--- src/hdl/mrc_pkg.sv ---
// ----------------------------------------------------------------------------
// mrc_pkg: shared types and constants of the Modbus RTU response checker.
// Holds the beat structs, the frame layout constants and the CRC-16 step.
// ----------------------------------------------------------------------------
package mrc_pkg;

  // Frame layout of a read-holding-registers response.
  localparam int FRAME_BYTES = 21;
  localparam int NUM_REGS    = 8;
  localparam int POS_W       = 5;
  localparam int REG_IDX_W   = 3;

  localparam logic [POS_W-1:0] POS_ADDR      = POS_W'(0);
  localparam logic [POS_W-1:0] POS_FUNC      = POS_W'(1);
  localparam logic [POS_W-1:0] POS_COUNT     = POS_W'(2);
  localparam logic [POS_W-1:0] POS_DATA_LAST = POS_W'(2 + 2 * NUM_REGS);
  localparam logic [POS_W-1:0] POS_CRC_LO    = POS_W'(FRAME_BYTES - 2);
  localparam logic [POS_W-1:0] POS_CRC_HI    = POS_W'(FRAME_BYTES - 1);
  localparam logic [POS_W-1:0] POS_DONE      = POS_W'(FRAME_BYTES);
  localparam logic [POS_W-1:0] POS_FIRST_LO  = POS_W'(4);

  // Protocol constants.
  localparam logic [15:0] CRC_PRESET        = 16'hFFFF;
  localparam logic [15:0] CRC_POLY          = 16'hA001;
  localparam logic [7:0]  FUNC_READ_HOLDING = 8'h03;
  localparam logic [7:0]  DATA_BYTE_COUNT   = 8'd16;

  // Input beat: one received byte.
  typedef struct packed {
    logic [7:0] rx_byte;
    logic       frame_start;
  } in_t;

  // Result beat: status and the eight registers.
  typedef struct packed {
    logic               status;
    logic signed [15:0] temperature_tenths;
    logic [15:0]        humidity_tenths;
    logic [15:0]        conductivity;
    logic [15:0]        salinity;
    logic [15:0]        nitrogen;
    logic [15:0]        phosphorus;
    logic [15:0]        potassium;
    logic [15:0]        acidity_tenths;
  } out_t;

  // One byte of the Modbus CRC-16, LSB first.
  function automatic logic [15:0] crc_update(input logic [15:0] crc_in,
                                             input logic [7:0]  data);
    logic [15:0] c;
    c = crc_in ^ {8'h00, data};
    for (int k = 0; k < 8; k++) begin
      if (c[0]) begin
        c = (c >> 1) ^ CRC_POLY;
      end else begin
        c = c >> 1;
      end
    end
    return c;
  endfunction

endpackage

--- src/hdl/modbus_rtu_response_checker_unit.sv ---
// ----------------------------------------------------------------------------
// modbus_rtu_response_checker_unit: Modbus RTU response checker, top level.
// Checks read-holding-registers responses and reports the eight registers.
// ----------------------------------------------------------------------------
// Usage:
// The input channel (in_valid/in_ready/in_data) takes one received byte per
// beat, with frame_start set on the first byte of a response. The output
// channel (out_valid/out_ready/out_data) gives one beat per complete frame,
// on its 21st byte: status 0 with the registers for a good frame, status 1
// and zero registers for a bad address, function, byte count or CRC.
// A byte enters an input register, is then processed by the frame tracker,
// and its result lands in the output register. One byte is taken per cycle
// unless stalled; the CRC step for a byte is a single pass of logic.
// When the receiver stalls with a result waiting, the byte in the input
// register holds, and in_ready drops once that register is full too.
// Reset (rst, synchronous) empties both registers, sets the expected address
// to 1 and makes the next byte frame byte 0. cfg_write_en writes the
// expected slave address from cfg_write_data; the user must write it only
// while the block is idle, which the block itself does not enforce.
// ----------------------------------------------------------------------------
module modbus_rtu_response_checker_unit
  import mrc_pkg::*;
(
  input  logic       clk,
  input  logic       rst,
  input  logic       in_valid,
  output logic       in_ready,
  input  in_t        in_data,
  output logic       out_valid,
  input  logic       out_ready,
  output out_t       out_data,
  input  logic       cfg_write_en,
  input  logic [7:0] cfg_write_data
);

  logic [7:0] expected_address;
  logic       stage_valid;
  in_t        stage_data;
  logic       advance;
  logic       res_valid;
  out_t       res_data;

  // Configuration register.
  always_ff @(posedge clk) begin
    if (rst) begin
      expected_address <= 8'd1;
    end else if (cfg_write_en) begin
      expected_address <= cfg_write_data;
    end
  end

  // The stage advances whenever the output register is free or draining.
  assign advance  = stage_valid && (!out_valid || out_ready);
  assign in_ready = !stage_valid || advance;

  // Input register.
  always_ff @(posedge clk) begin
    if (rst) begin
      stage_valid <= 1'b0;
    end else if (in_ready) begin
      stage_valid <= in_valid;
    end
  end

  always_ff @(posedge clk) begin
    if (in_valid && in_ready) begin
      stage_data <= in_data;
    end
  end

  mrc_frame u_frame (
    .clk              (clk),
    .rst              (rst),
    .enable           (advance),
    .item             (stage_data),
    .expected_address (expected_address),
    .result_valid     (res_valid),
    .result           (res_data)
  );

  // Output register.
  always_ff @(posedge clk) begin
    if (rst) begin
      out_valid <= 1'b0;
    end else if (advance) begin
      out_valid <= res_valid;
    end else if (out_ready) begin
      out_valid <= 1'b0;
    end
  end

  always_ff @(posedge clk) begin
    if (res_valid) begin
      out_data <= res_data;
    end
  end

`ifndef SYNTHESIS
  // A produced result always reaches the output register.
  a_res_lands: assert property (@(posedge clk) disable iff (rst)
    res_valid |=> out_valid)
    else $error("result lost");

  // The stage only stops taking bytes when it holds one.
  a_ready_full: assert property (@(posedge clk) disable iff (rst)
    !in_ready |-> stage_valid && out_valid && !out_ready)
    else $error("input stalled without cause");
`endif

endmodule

--- src/hdl/mrc_frame.sv ---
// ----------------------------------------------------------------------------
// mrc_frame: frame tracker of the response checker.
// Keeps the byte position, CRC, header check and register store, and forms
// the result when the last byte of a frame is processed.
// ----------------------------------------------------------------------------
module mrc_frame
  import mrc_pkg::*;
(
  input  logic       clk,
  input  logic       rst,
  input  logic       enable,
  input  in_t        item,
  input  logic [7:0] expected_address,
  output logic       result_valid,
  output out_t       result
);

  logic [POS_W-1:0] byte_position;
  logic [15:0]      crc_accumulator;
  logic             header_error;
  logic [7:0]       pending_high_byte;
  logic [7:0]       crc_low_byte;
  logic [15:0]      register_store [NUM_REGS];

  logic [POS_W-1:0] pos;
  logic [15:0]      crc_base;
  logic             hdr_base;
  logic [POS_W-1:0] store_off;
  logic [REG_IDX_W-1:0] store_idx;
  logic             in_data;
  logic             bad;

  // A frame start restarts position, CRC and header check.
  assign pos       = item.frame_start ? POS_ADDR : byte_position;
  assign crc_base  = item.frame_start ? CRC_PRESET : crc_accumulator;
  assign hdr_base  = item.frame_start ? 1'b0 : header_error;
  assign store_off = pos - POS_FIRST_LO;
  assign store_idx = store_off[REG_IDX_W:1];
  assign in_data   = (pos > POS_COUNT) && (pos <= POS_DATA_LAST);

  // Frame state update on each processed beat.
  always_ff @(posedge clk) begin
    if (rst) begin
      byte_position   <= POS_ADDR;
      crc_accumulator <= CRC_PRESET;
      header_error    <= 1'b0;
    end else if (enable) begin
      byte_position   <= pos;
      crc_accumulator <= crc_base;
      header_error    <= hdr_base;
      if (pos < POS_DONE) begin
        byte_position <= pos + POS_W'(1);
        if (pos < POS_CRC_LO) begin
          crc_accumulator <= crc_update(crc_base, item.rx_byte);
        end
        if (pos == POS_ADDR) begin
          header_error <= (item.rx_byte != expected_address);
        end else if (pos == POS_FUNC) begin
          header_error <= hdr_base | (item.rx_byte != FUNC_READ_HOLDING);
        end else if (pos == POS_COUNT) begin
          header_error <= hdr_base | (item.rx_byte != DATA_BYTE_COUNT);
        end
      end
    end
  end

  // Pending high data byte and the low CRC byte.
  always_ff @(posedge clk) begin
    if (rst) begin
      pending_high_byte <= 8'h00;
      crc_low_byte      <= 8'h00;
    end else if (enable) begin
      if (in_data && pos[0]) begin
        pending_high_byte <= item.rx_byte;
      end
      if (pos == POS_CRC_LO) begin
        crc_low_byte <= item.rx_byte;
      end
    end
  end

  always_ff @(posedge clk) begin
    if (enable && in_data && !pos[0]) begin
      register_store[store_idx] <= {pending_high_byte, item.rx_byte};
    end
  end

  // Result on the high CRC byte; an invalid frame reports zero registers.
  assign result_valid = enable && (pos == POS_CRC_HI);
  assign bad = hdr_base || ({item.rx_byte, crc_low_byte} != crc_base);

  always_comb begin
    result.status             = bad;
    result.temperature_tenths = bad ? 16'sd0 : $signed(register_store[0]);
    result.humidity_tenths    = bad ? 16'd0 : register_store[1];
    result.conductivity       = bad ? 16'd0 : register_store[2];
    result.salinity           = bad ? 16'd0 : register_store[3];
    result.nitrogen           = bad ? 16'd0 : register_store[4];
    result.phosphorus         = bad ? 16'd0 : register_store[5];
    result.potassium          = bad ? 16'd0 : register_store[6];
    result.acidity_tenths     = bad ? 16'd0 : register_store[7];
  end

`ifndef SYNTHESIS
  // The position never runs past the idle mark after a completed frame.
  a_pos_range: assert property (@(posedge clk) disable iff (rst)
    byte_position <= POS_DONE)
    else $error("byte position out of range");

  // A completed frame leaves the tracker idle until the next frame start.
  a_done_idle: assert property (@(posedge clk) disable iff (rst)
    result_valid |=> byte_position == POS_DONE)
    else $error("tracker not idle after result");
`endif

endmodule
--- config.mk ---
export PLATFORM = sky130hd
export DESIGN_NAME = modbus_rtu_response_checker_unit
export DESIGN_NICKNAME = d
export VERILOG_FILES = /design/src/hdl/mrc_pkg.sv /design/src/hdl/modbus_rtu_response_checker_unit.sv /design/src/hdl/mrc_frame.sv
export SDC_FILE = /design/constraint.sdc
export NUM_CORES = 1
export LEC_CHECK = 0
export ABC_AREA = 1
export BUFFER_PORTS_ARGS = -buffer_cell sky130_fd_sc_hd__buf_2
export CAP_MARGIN = 40
export CORE_MARGIN = 5
export CORE_UTILIZATION = 52
export DETAILED_ROUTE_END_ITERATION = 16
export PLACE_DENSITY = 0.76
export SKIP_LAST_GASP = 1
export SLEW_MARGIN = 20
export SYNTH_ARGS = -nofsm -noshare
export SYNTH_HDL_FRONTEND = slang
export SYNTH_SLANG_ARGS = --single-unit
--- constraint.sdc ---
create_clock -name clk -period 4.3 [get_ports clk]
set_input_delay 0.645 -clock clk [delete_from_list [all_inputs] [get_ports clk]]
set_output_delay 0.645 -clock clk [all_outputs]
set_load 0.03 [all_outputs]
==> results.md <==
* Result of the run: finished clean
* Hold Buf Count CTS at 0
* Placed Instances at 1461
* Footprint of the multi-input gates at 2470 µm²
* Max-Cap Viols at 0
* Hold path start: in_data[1]
* F_max at 323 MHz
* Post-DP HPWL at approximately 17000 µm
* Static Leak at around 6.5 nW
* Maximum vdd drop at between 200 and 300 µV
* Overall global routing resource usage at between 10% and 20%
* Sink Count at roughly 310
* DIE HEIGHT at roughly 160 µm
* Via Count at ~7500
* Worst-path clk slew at 0.06 ns
* P per Cell Area at about 430 nW/µm²
* DRC at 0
* Io pins at ~150
* Clock buffer depth at 3
* Worst setup startpoint: stage_data[1]$_DFFE_PP_
* CP Capture Type: flop
* Num CTS Buffers at 30
* Avg WL per Cell at approximately 17 µm
* Worst-Skew Late Latency at about 0.54 ns
* Root Buffer: clkbuf_16
* Die X at 164 µm
* Syn Nets at just over 1000
* Detailed router's first-iteration violation count at approximately 700
* WP data required at between 4 and 5 ns
* Setup TNS at 0 ns
* Post-CTS Resized at 0
* Worst Hold Class: in -> reg
* Core box area at 23300 µm²
* H-tree levels at 1
* ANT nets after route at 0
* Port Buffer Count at around 150
* Synth Warn # at 0
* Distinct cells, synth at 34
* Crit share post-route at a little under three quarters
* Global-route wire length before repair at 39200 µm
* Final Max Tran Viols at 0
* Layout area overhead at 17.7%
* Clk_skew at ~0.014 ns
* RR Startpoint: stage_data[1]$_DFFE_PP_
* Routed wire length at about 25000 µm
* RSZ-0062 raised after global routing: false
* Ys flop type: edfxtp_1
* Filler cell count at around 1800
* DRT Pass-1 Iters at 5
* Netlist Area Pre-Place at ~12000 µm²
* Placer Congestion at between 0.9 and 1
* Effective utilization at floorplan at between 50% and 60%
* Largest net degree at the start of global routing at approximately 110
* Commonest cells after routing, fill and taps aside: 266 x edfxtp_1, 175 x inv_1, 152 x buf_2
* Fin. Hold Viols at 0
* Crit path max fanout at between 100 and 150
* Commonest non-fill, non-tap cell in the layout: edfxtp_1
* Register area share after synthesis at between 70% and 80%
* CTS tree: yes
* Number of synthesized flops with an enable pin at roughly 270
* #FFs+latches synth at between 300 and 400
* Final setup viols at 0
* Worst slew pin tran at 0.773 ns
* Max transition margin at about half
* Setup CP Type: reg -> reg
* DIE AREA at 26700 µm²
* Crit path launch type: flop
* Reg area at 8950 µm²
* Post-CTS setup buffers at 0
* Final nets at between 1000 and 1500
* Initial antenna violation count at 0
* Critical path arrival at 3.47 ns
* Vias in the first global route at about 7400
* Post-Layout Cell Count at between 1500 and 2000
* Layout cell share with drive strength beyond 1 at a little over a quarter
* # diodes at 0
* Syn_area_per_cell at between 10 and 15 µm²
* GR Overflow Total at 0
* Cells after Synth at ~1000
* Async SR Flop Fraction at 0%
* Num rows at 56
* Minimum clock period at just over 3 ns
* Vias per inst at a little under 5
[critical path: stages, from the launching register on]
cell and delay, ns:
edfxtp_1 0.78, clkinv_1 0.45, xor2_1 0.29, nor3_1 0.34, nand3_4 0.36, buf_12 0.40, nor2_1 0.21
[power by group]
group	internal (mW)	switching, mW	leakage, nW
Clock	1.54	1.06	0.484
Combinational	0.0736	0.158	2.97
Sequential	3.30	0.0231	3.00
[cell usage after synthesis (2+ instances only)]
cell | instances | area share, %
nand2_1 | 103 | 3.2
nor2_2 | 105 | 5.4
clkbuf_1 | 9 | 0.28
o221ai_1 | 4 | 0.29
ha_1 | 4 | 0.41
inv_1 | 176 | 5.4
buf_2 | 5 | 0.20
dfxtp_1 | 48 | 7.8
xor2_1 | 9 | 0.64
a21oi_1 | 44 | 1.8
o31ai_1 | 3 | 0.18
nor4_1 | 2 | 0.10
nand4_1 | 7 | 0.36
o21ai_0 | 41 | 1.7
nand3_1 | 18 | 0.74
edfxtp_1 | 266 | 65
o211ai_1 | 3 | 0.18
nor3_1 | 12 | 0.49
buf_6 | 12 | 1.1
nor2_1 | 104 | 3.2
xnor2_1 | 9 | 0.64
a211oi_1 | 2 | 0.12
[final timing paths]
check | to | slack [ns] | cells past startpoint
max | out_data[64]$_SDFFCE_PP0P_ | 1.21 | 6
min reg2reg | u_frame.crc_accumulator[8]$_SDFFE_PP1P_ | 0.48 | 2
min | stage_data[1]$_DFFE_PP_ | 0.27 | 1
max reg2reg | out_data[64]$_SDFFCE_PP0P_ | 1.21 | 6
[flip-flops by register name (all words and copies together) (netlist names)]
signal                     cells
expected_address               8
out_data                     129
out_valid                      1
stage_data                     9
stage_valid                    1
u_frame.byte_position          5
u_frame.crc_accumulator       16
u_frame.crc_low_byte           8
u_frame.header_error           1
u_frame.pending_high_byte      8
u_frame.register_store       128
[final cells by class]
type | instances | share of cell area [%]
sequential | 314 | 62.0
timing repair buffer | 173 | 6.59
inverter | 178 | 4.65
tap | 319 | 2.77
multi-input combinational | 478 | 17.1
clock inverter | 12 | 0.703
clock buffer | 44 | 6.14
[cell families after synthesis]
kind of cell | count (synthesis) | share of synthesized area [%]
and+or+nand+nor | 352 | 13.4
adders and majority gates | 4 | 0.408
DFF | 314 | 73.0
buffers and inverters | 206 | 7.13
AOI/OAI and AO/OA | 104 | 4.74
xor gates and xnor gates | 18 | 1.29
[per-stage QoR]
stage | hold slack (ns) | area [µm²] | power (mW) | setup slack (ns) | utilization [%]
after global routing | 0.251 | 14400 | 6.36 | 1.03 | 61.8
after detailed placement | 0.468 | 13400 | 3.61 | 1.06 | 57.5
after global placement | 0.453 | 13400 | 3.61 | 1.19 | 57.5
after floorplan | 0.435 | 12300 | 3.53 | 0.0234 | -
after CTS | 0.244 | 14400 | 6.19 | 0.943 | 61.8
final | 0.272 | 14400 | 6.15 | 1.21 | 61.8
[metal layers]
| layer | part of all wire (%) | GRT usage, % | vias up | wire length, µm |
|---|---|---|---|---|
| met1 | 42 | 25.6 | 3572 | 10600 |
| met5 | 0 | 0 | - | 0 |
| met3 | 7.2 | 3.38 | 44 | 1820 |
| met2 | 49 | 32.1 | 286 | 12300 |
| li1 | - | - | 3634 | - |
| met4 | 2.2 | 5.34 | 0 | 566 |
Note: power is estimated with default switching activity, not from simulation.
